[src/hw/rtl/bwws_pkg.sv]
// ----------------------------------------------------------------------------
// bwws_pkg: shared types and constants for the weighted window smoother
// Holds the field codes, register indexes, default sizes and the control
// struct that moves down the divider chain.
// ----------------------------------------------------------------------------
`default_nettype none

package bwws_pkg;

  // default sizes for the top level parameters
  localparam int MAX_WIDTH_DEF   = 1024;
  localparam int MAX_RADIUS_DEF  = 3;
  localparam int WEIGHT_BITS_DEF = 16;

  // fixed field widths
  localparam int NUM_CH     = 3;
  localparam int CH_W       = 8;
  localparam int QUO_W      = 8;
  localparam int ROW_W      = 12;
  localparam int KIND_W     = 2;
  localparam int IN_DATA_W  = 48;
  localparam int OUT_DATA_W = 24;
  localparam int CFG_IDX_W  = 2;
  localparam int CFG_DATA_W = 12;

  // item kinds
  localparam logic [KIND_W-1:0] KIND_LOAD  = 2'd0;
  localparam logic [KIND_W-1:0] KIND_PIXEL = 2'd1;
  localparam logic [KIND_W-1:0] KIND_DRAIN = 2'd2;

  // configuration register indexes
  localparam logic [CFG_IDX_W-1:0] REG_FRAME_WIDTH   = 2'd0;
  localparam logic [CFG_IDX_W-1:0] REG_FRAME_HEIGHT  = 2'd1;
  localparam logic [CFG_IDX_W-1:0] REG_WINDOW_RADIUS = 2'd2;

  // control that travels with each division through the cell chain
  typedef struct packed {
    logic vld;
    logic zero;
    logic last;
  } div_ctl_t;

endpackage

`default_nettype wire

[src/hw/rtl/bwws_div_cell.sv]
// ----------------------------------------------------------------------------
// bwws_div_cell: one restoring division step for all three channels
// Decides one quotient bit per cell and passes remainder, divisor and
// partial quotients to the next cell on every clock.
// ----------------------------------------------------------------------------
`default_nettype none

module bwws_div_cell import bwws_pkg::*; #(
  parameter int ACC_W = 30,
  parameter int DIV_W = 22,
  parameter int SHIFT = 7
) (
  input  wire logic                              clk,
  input  wire logic                              rst_n,
  input  wire div_ctl_t                          ctl_i,
  input  wire logic [NUM_CH-1:0][ACC_W-1:0]      rem_i,
  input  wire logic [DIV_W-1:0]                  div_i,
  input  wire logic [NUM_CH-1:0][QUO_W-1:0]      quo_i,
  output div_ctl_t                               ctl_o,
  output logic      [NUM_CH-1:0][ACC_W-1:0]      rem_o,
  output logic      [DIV_W-1:0]                  div_o,
  output logic      [NUM_CH-1:0][QUO_W-1:0]      quo_o
);

  div_ctl_t                         ctl_r;
  logic [NUM_CH-1:0][ACC_W-1:0]     rem_r, rem_nxt;
  logic [DIV_W-1:0]                 div_r;
  logic [NUM_CH-1:0][QUO_W-1:0]     quo_r, quo_nxt;
  logic [ACC_W-1:0]                 trial;

  // compare against the shifted divisor and subtract where it fits
  always_comb begin
    trial   = ACC_W'(div_i) << SHIFT;
    rem_nxt = rem_i;
    quo_nxt = quo_i;
    for (int c = 0; c < NUM_CH; c++) begin
      if (rem_i[c] >= trial) begin
        rem_nxt[c]        = rem_i[c] - trial;
        quo_nxt[c][SHIFT] = 1'b1;
      end
    end
  end

  // control register
  always_ff @(posedge clk) begin
    if (!rst_n) begin
      ctl_r <= '0;
    end else begin
      ctl_r <= ctl_i;
    end
  end

  // payload registers
  always_ff @(posedge clk) begin
    rem_r <= rem_nxt;
    div_r <= div_i;
    quo_r <= quo_nxt;
  end

  assign ctl_o = ctl_r;
  assign rem_o = rem_r;
  assign div_o = div_r;
  assign quo_o = quo_r;

endmodule

`default_nettype wire

[config.mk]
export PLATFORM = sky130hd
export DESIGN_NAME = bwws_div_cell
export DESIGN_NICKNAME = d
export VERILOG_FILES = /design/src/hw/rtl/bwws_pkg.sv /design/src/hw/rtl/bwws_div_cell.sv
export SDC_FILE = /design/constraint.sdc
export NUM_CORES = 1
export LEC_CHECK = 0
export ABC_AREA = 1
export BUFFER_PORTS_ARGS = -buffer_cell sky130_fd_sc_hd__buf_2
export CORE_UTILIZATION = 39
export CTS_CLUSTER_DIAMETER = 30
export DETAILED_ROUTE_END_ITERATION = 6
export GPL_ROUTABILITY_DRIVEN = 0
export GPL_TIMING_DRIVEN = 0
export PLACE_DENSITY_LB_ADDON = 0.1
export RECOVER_POWER = 100
export SYNTH_ARGS = -nofsm -noshare
export SYNTH_HDL_FRONTEND = slang
export SYNTH_SLANG_ARGS = --single-unit
[constraint.sdc]
create_clock -name clk -period 2.1 [get_ports clk]
set_input_delay 0.21 -clock clk [delete_from_list [all_inputs] [get_ports clk]]
set_output_delay 0.21 -clock clk [all_outputs]
set_load 0.02 [all_outputs]
==> results of run 1 <==
synth_stat cells, drive strengths merged:
| cell | count | share of area |
|---|---|---|
| xor2 | 27 | 0.026 |
| nand4 | 17 | 0.017 |
| fa | 3 | 0.0067 |
| a21oi | 37 | 0.022 |
| nand2 | 661 | 0.28 |
| nor2 | 103 | 0.045 |
| ha | 66 | 0.092 |
| buf | 13 | 0.014 |
| or2 | 3 | 0.0021 |
| nor4 | 1 | 0.00070 |
| dfxtp | 139 | 0.31 |
| nor3 | 1 | 0.00056 |
| inv | 292 | 0.12 |
| nand3b | 13 | 0.011 |
| nand3 | 93 | 0.052 |
| o21ai | 5 | 0.0028 |
where the power goes:
part	internal (W)	switching, W	leakage [nW]
clock network	0.00189	0.00128	0.292
logic	0.000948	0.00187	5.35
registers	0.00297	0.0000869	1.17
flip-flops by register name (all words and copies together) (netlist names):
name   count
rem_o     90
div_o     22
ctl_o      3
quo_o     24
worst min-delay path by stage:
| stage | cells after the start | slack, ps | end | startpoint |
|---|---|---|---|---|
| after floorplan | 0 | 240 | div_o[0] | div_i[0] |
| after global placement | 1 | 310 | quo_o[3] | quo_i[3] |
| after detailed placement | 1 | 310 | quo_o[14] | quo_i[14] |
| after CTS | 3 | 1 | rem_o[86] | rem_i[86] |
| after global routing | 3 | 20 | rem_o[23] | rem_i[23] |
| final | 3 | 6 | rem_o[86] | rem_i[86] |
area by class of cell:
cell class              count  area (um2)
repair buffers            368        2070
plain buffers              13         119
multi-input cells        1030        5050
clock buffers              17         425
fillers                  2389       10600
well taps                 285         357
clock inverters            14         184
flip-flops and latches    139        2780
inverters                 292        1100
metrics by stage:
stage               cells  area (um2)  total power, W
global placement     2038       10700         0.00583
finish               2158       12100         0.00904
floorplan            1474        8990         0.00491
CTS                  2153       12200         0.00917
detailed placement   2038       10700         0.00585
global route         2158       12100         0.00957
timing repair:
item,4_1_cts,5_1_grt
setup endpoints to repair,0,45
setup buffers,0,5
hold endpoints to repair,81,0
resized for setup,0,17
hold buffers,84,0
worst min-delay path: stages:
cell and delay, ps:
buf_2 90, nand2_1 50, nand2_1 50
routing by layer:
| layer | wire, um | share of wire | vias to the layer above | global-route usage |
|---|---|---|---|---|
| li1 | - | - | 5191 | - |
| met1 | 14200 | 0.46 | 4260 | 0.321 |
| met2 | 13900 | 0.46 | 319 | 0.446 |
| met3 | 1600 | 0.052 | 49 | 0.0414 |
| met4 | 853 | 0.028 | 0 | 0.0948 |
| met5 | 0 | 0 | - | 0 |
kinds of logic after synthesis:
logic type                 after synthesis  synth area share
AOI/OAI and AO/OA                       42            0.0246
xor gates and xnor gates                27            0.0263
adders and majority gates               69            0.0986
buffers and inverters                  305             0.135
DFF                                    139             0.310
and+or+nand+nor                        892             0.405
cells in the final DEF, fill, tap and decap left out, types with 4 or more instances in the layout:
cell           synthesis  final
a21oi_1               34     33
a21oi_2                3      4
buf_2                  1    114
buf_4                  5      8
buf_6                  7      7
clkbuf_1               0    166
clkbuf_16              0     17
dfxtp_1              139    139
dlygate4sd3_1          0     84
ha_1                  66     61
inv_1                289    289
inv_6                  0      6
nand2_1              657    655
nand2_2                4      6
nand3_1               93     93
nand3b_1              13     13
nand4_1               14     14
nor2_1                95     91
nor2_2                 8     12
o21ai_0                5      5
xor2_1                27     27
==> flow_metrics.tcl, run 1 <==
set metrics [dict create \
    tns_ps 0 \
    whs_ps 6.23 \
    arrival_ps 2340 \
    grt_use_total 0.258 \
    rows 55 \
    grt_overflow 0 \
    cpMostUsedCell "nand2_1" \
    diodes 0 \
    rsz0062_at_grt "false" \
    numCtsBuffers 17 \
    coreArea_mm2 0.0226 \
    finalSetupViolCount 0 \
    report.final.slew_viol_count 0 \
    antenna_left 0 \
    cp.depth 12 \
    fin_crit_ps 1980 \
    path_clk_slew_ps 70 \
    wl_per_cell_um 14.2 \
    synth_warnings 0 \
    antenna_found_initial 0 \
    hold_viol_final 0 \
    routed_wl_um 30600 \
    cp_num_buf_inv 3 \
    synth_area_mm2 0.00899 \
    crit_path_start_kind "primary input" \
    maxCapViolCount 0 \
    final_core_util 0.534 \
    cp-end-kind "flip-flop" \
    grt_max_degree 17 \
    slew_headroom 0.621 \
    drt_first_pass_iters 5 \
    cp-startpoint "rem_i[11]" \
    die_w_um 154 \
    pre_cts_slack_ps -277 \
    vdd_drop_max_mv 0.430 \
    nNetsFinal 2071 \
    area_growth_syn_to_layout_pct 34.4 \
    grt_pass1_wl_um 47000 \
    status "completed" \
    start_util 0.397 \
    clockBufferDepth 2 \
    clock-sinks 139 \
    finalCritPeriodShare 0.945 \
    worst_pin_slew_ps 568 \
    first_global_vias 9240 \
    required_ps 2460 \
    postSynthAreaPerCell_um2 6.10 \
    synth.distinct_cells 23 \
    cp_top_family "buffers and inverters" \
    vias 9819 \
    htreeDepth 4 \
    cp_slowest_cell "dlygate4sd3_1" \
    cp_cell_sequence "dlygate4sd3_1 > buf_2 > ha_4 > nand2_1 > nor2_2 > nand2_1 > nor2_1 > nand2_1 > nand4_4 > buf_2 > nand2_1 > nand2_1" \
    cp-endpoint "rem_o[17]" \
    crit_fanout 10 \
    vias_per_cell 4.55 \
    drc_errors 0 \
    ys_seq_elements 139 \
    setup.worst_path.class "primary input to flip-flop" \
    io_pins 280 \
    timing.fmax_ghz 0.504 \
    root_buffer "clkbuf_16" \
    drt_iter0_drc 617 \
    die_area_mm2 0.0237 \
    p_per_area_mw_per_mm2 748 \
    dp_hpwl_um 24400 \
    synth_cells 1474 \
    hold_path_class "primary input to flip-flop" \
    synth_seq_area_share 0.310 \
    drive_above_1_share 0.105 \
    layout_setup_ws_ps 116 \
    cts_tree "built" \
    postSynthNetCount 1684 \
    die_h_um 154 \
    port-buffer-count 279 \
    crit_path_max_incr_delay_ps 550 \
    p_leak_nw 6.81 \
]
(Power assumes the default switching activity.)
==> run 2, diff against run 1 <==
--- a/config.mk
+++ b/config.mk
@@ -14,3 +14,3 @@
 export GPL_TIMING_DRIVEN = 0
-export PLACE_DENSITY_LB_ADDON = 0.1
+export PLACE_DENSITY = 0.67
 export RECOVER_POWER = 100
--- a/constraint.sdc
+++ b/constraint.sdc
@@ -3,2 +3,2 @@
 set_output_delay 0.21 -clock clk [all_outputs]
-set_load 0.02 [all_outputs]
+set_load 0.1 [all_outputs]
==> run 2 against run 1 <==
Clock power is essentially flat. Sequential share of layout area down 0.44 points. Die area unchanged. Critical path depth did not move.
==> flow_metrics.tcl, run 2 (same netlist as run 1, synthesis figures left out) <==
set metrics [dict create \
    vdd_drop_max_mv 0.592 \
    p_leak_nw 6.91 \
    largest_register_ffs 90 \
    pre_cts_slack_ps -235 \
    path_clk_slew_ps 60 \
    hold_depth 3 \
    first_global_vias 9541 \
    clock-sinks 139 \
    cp-end-kind "flip-flop" \
    vias_per_cell 4.66 \
    drt_first_pass_iters 6 \
    io_pins 280 \
    cts_tree "built" \
    arrival_ps 2320 \
    vias 10083 \
    maxCapViolCount 0 \
    routed_wl_um 30800 \
    p_switching_w 0.00536 \
    drc_errors 0 \
    wl_per_cell_um 14.2 \
    hp-start "rem_i[50]" \
    slew_headroom 0.183 \
    coreArea_mm2 0.0226 \
    crit_path_max_incr_delay_ps 530 \
    whs_ps 11.7 \
    timing.fmax_ghz 0.499 \
    finalCritPeriodShare 0.954 \
    htreeDepth 4 \
    finalInstanceArea_mm2 0.0123 \
    antenna_left 0 \
    worst_pin_slew_ps 1230 \
    required_ps 2410 \
    rows 55 \
    crit_path_start_kind "primary input" \
    start_util 0.397 \
    final_common_cell "nand2_1" \
    grt_overflow 0 \
    dp_hpwl_um 23900 \
    port-buffer-count 279 \
    min_to "rem_o[50]" \
    p_int_w 0.00576 \
    p_per_area_mw_per_mm2 903 \
    total_power_w 0.0111 \
    die_area_mm2 0.0237 \
    drive_above_1_share 0.125 \
    cpMostUsedCell "nand2_1" \
    hold_viol_final 0 \
    clockPowerShare 0.286 \
    root_buffer "clkbuf_16" \
    numCtsBuffers 17 \
    nNetsFinal 2077 \
    die_w_um 154 \
    finalSetupViolCount 0 \
    hold_path_class "primary input to flip-flop" \
    final_cell_mix "652 x nand2_1, 289 x inv_1, 148 x clkbuf_1" \
    cp_cell_sequence "dlygate4sd3_1 > buf_2 > ha_2 > nand2_2 > inv_1 > nand2_1 > nand2_1 > a21oi_2 > nand4_4 > buf_6 > nand3_1 > nand2_1" \
    cp_slowest_cell "dlygate4sd3_1" \
    status "completed" \
    clockBufferDepth 2 \
    grt_max_degree 17 \
    p_seq_frac 0.275 \
    p_sw_frac 0.482 \
    crit_fanout 10 \
    area_growth_syn_to_layout_pct 37.1 \
    setup.worst_path.class "primary input to flip-flop" \
    grt_pass1_wl_um 47600 \
    drt_iter0_drc 785 \
    fin_crit_ps 2000 \
    p_comb_frac 0.439 \
    grt_use_total 0.261 \
    layout_setup_ws_ps 97.2 \
    final_core_util 0.544 \
    antenna_found_initial 2 \
    die_h_um 154 \
    report.final.slew_viol_count 0 \
    dpl_cell_area_mm2 0.0107 \
]
## run 2: changes by cell type in the layout (fill, tap and decap cells not counted), moves of 3 or more
cell | previous run | this run
nor2_1 | 91 | 85
nand2_1 | 655 | 652
clkbuf_2 | 0 | 17
clkbuf_1 | 166 | 148
dlygate4sd3_1 | 84 | 90
nor2_4 | 0 | 5
inv_8 | 0 | 4
clkinv_4 | 3 | 0
ha_4 | 3 | 9
ha_1 | 61 | 53
## run 2: repair_timing
item / CTS / global route
endpoints found under the setup margin: 0 / 66
endpoints found under the hold margin: 90 / 0
hold buffers: 90 / 0
resized for setup: 0 / 46
buffers inserted: 0 / 5
## run 2: worst max-delay path: cells and delay by family
kind	cells	cell delay [ps]
buffers and inverters	4	940
AND/OR/NAND/NOR	6	670
AO/OA/AOI/OAI	1	200
adder cells (fa/ha/maj)	1	310
## run 2: metal layers
layer	global-route usage	up-vias	wire, um
li1	-	5203	-
met2	0.448	391	14200
met5	0	-	10
met1	0.328	4435	13500
met4	0.0933	2	906
met3	0.0431	52	2160
## run 2: how the worst max path moves through the flow
stage	from	to	cells past startpoint
2_1_floorplan	rem_i[67]	rem_o[81]	12
3_3_place_gp	div_i[2]	rem_o[22]	13
3_5_place_dp	div_i[2]	rem_o[77]	15
4_1_cts	rem_i[14]	rem_o[22]	12
5_1_grt	rem_i[57]	rem_o[41]	13
6_report	rem_i[55]	rem_o[52]	12
## run 2: power by group through the flow
stage,sequential [W],combinational (W),clock (W)
2_1_floorplan,0.00552,0.00137,0
3_3_place_gp,0.00310,0.00470,0
3_5_place_dp,0.00310,0.00472,0
4_1_cts,0.00305,0.00486,0.00323
5_1_grt,0.00309,0.00520,0.00334
6_report,0.00306,0.00488,0.00318
## run 2: cell type report
type,instances,area [um2]
plain buffers,13,136
well taps,285,357
clock inverters,15,178
fillers,2322,10300
diodes,1,2.50
multi-input cells,1030,5180
clock buffers,17,425
repair buffers,374,2150
flip-flops and latches,139,2780
inverters,292,1100
## run 2: metrics by stage
| step | std cells | TNS [ps] |
|---|---|---|
| final | 2166 | 0 |
| after global placement | 2038 | -11200 |
| after CTS | 2160 | 0 |
| after global routing | 2166 | -118 |
| after detailed placement | 2038 | -12290 |
| after floorplan | 1474 | 0 |
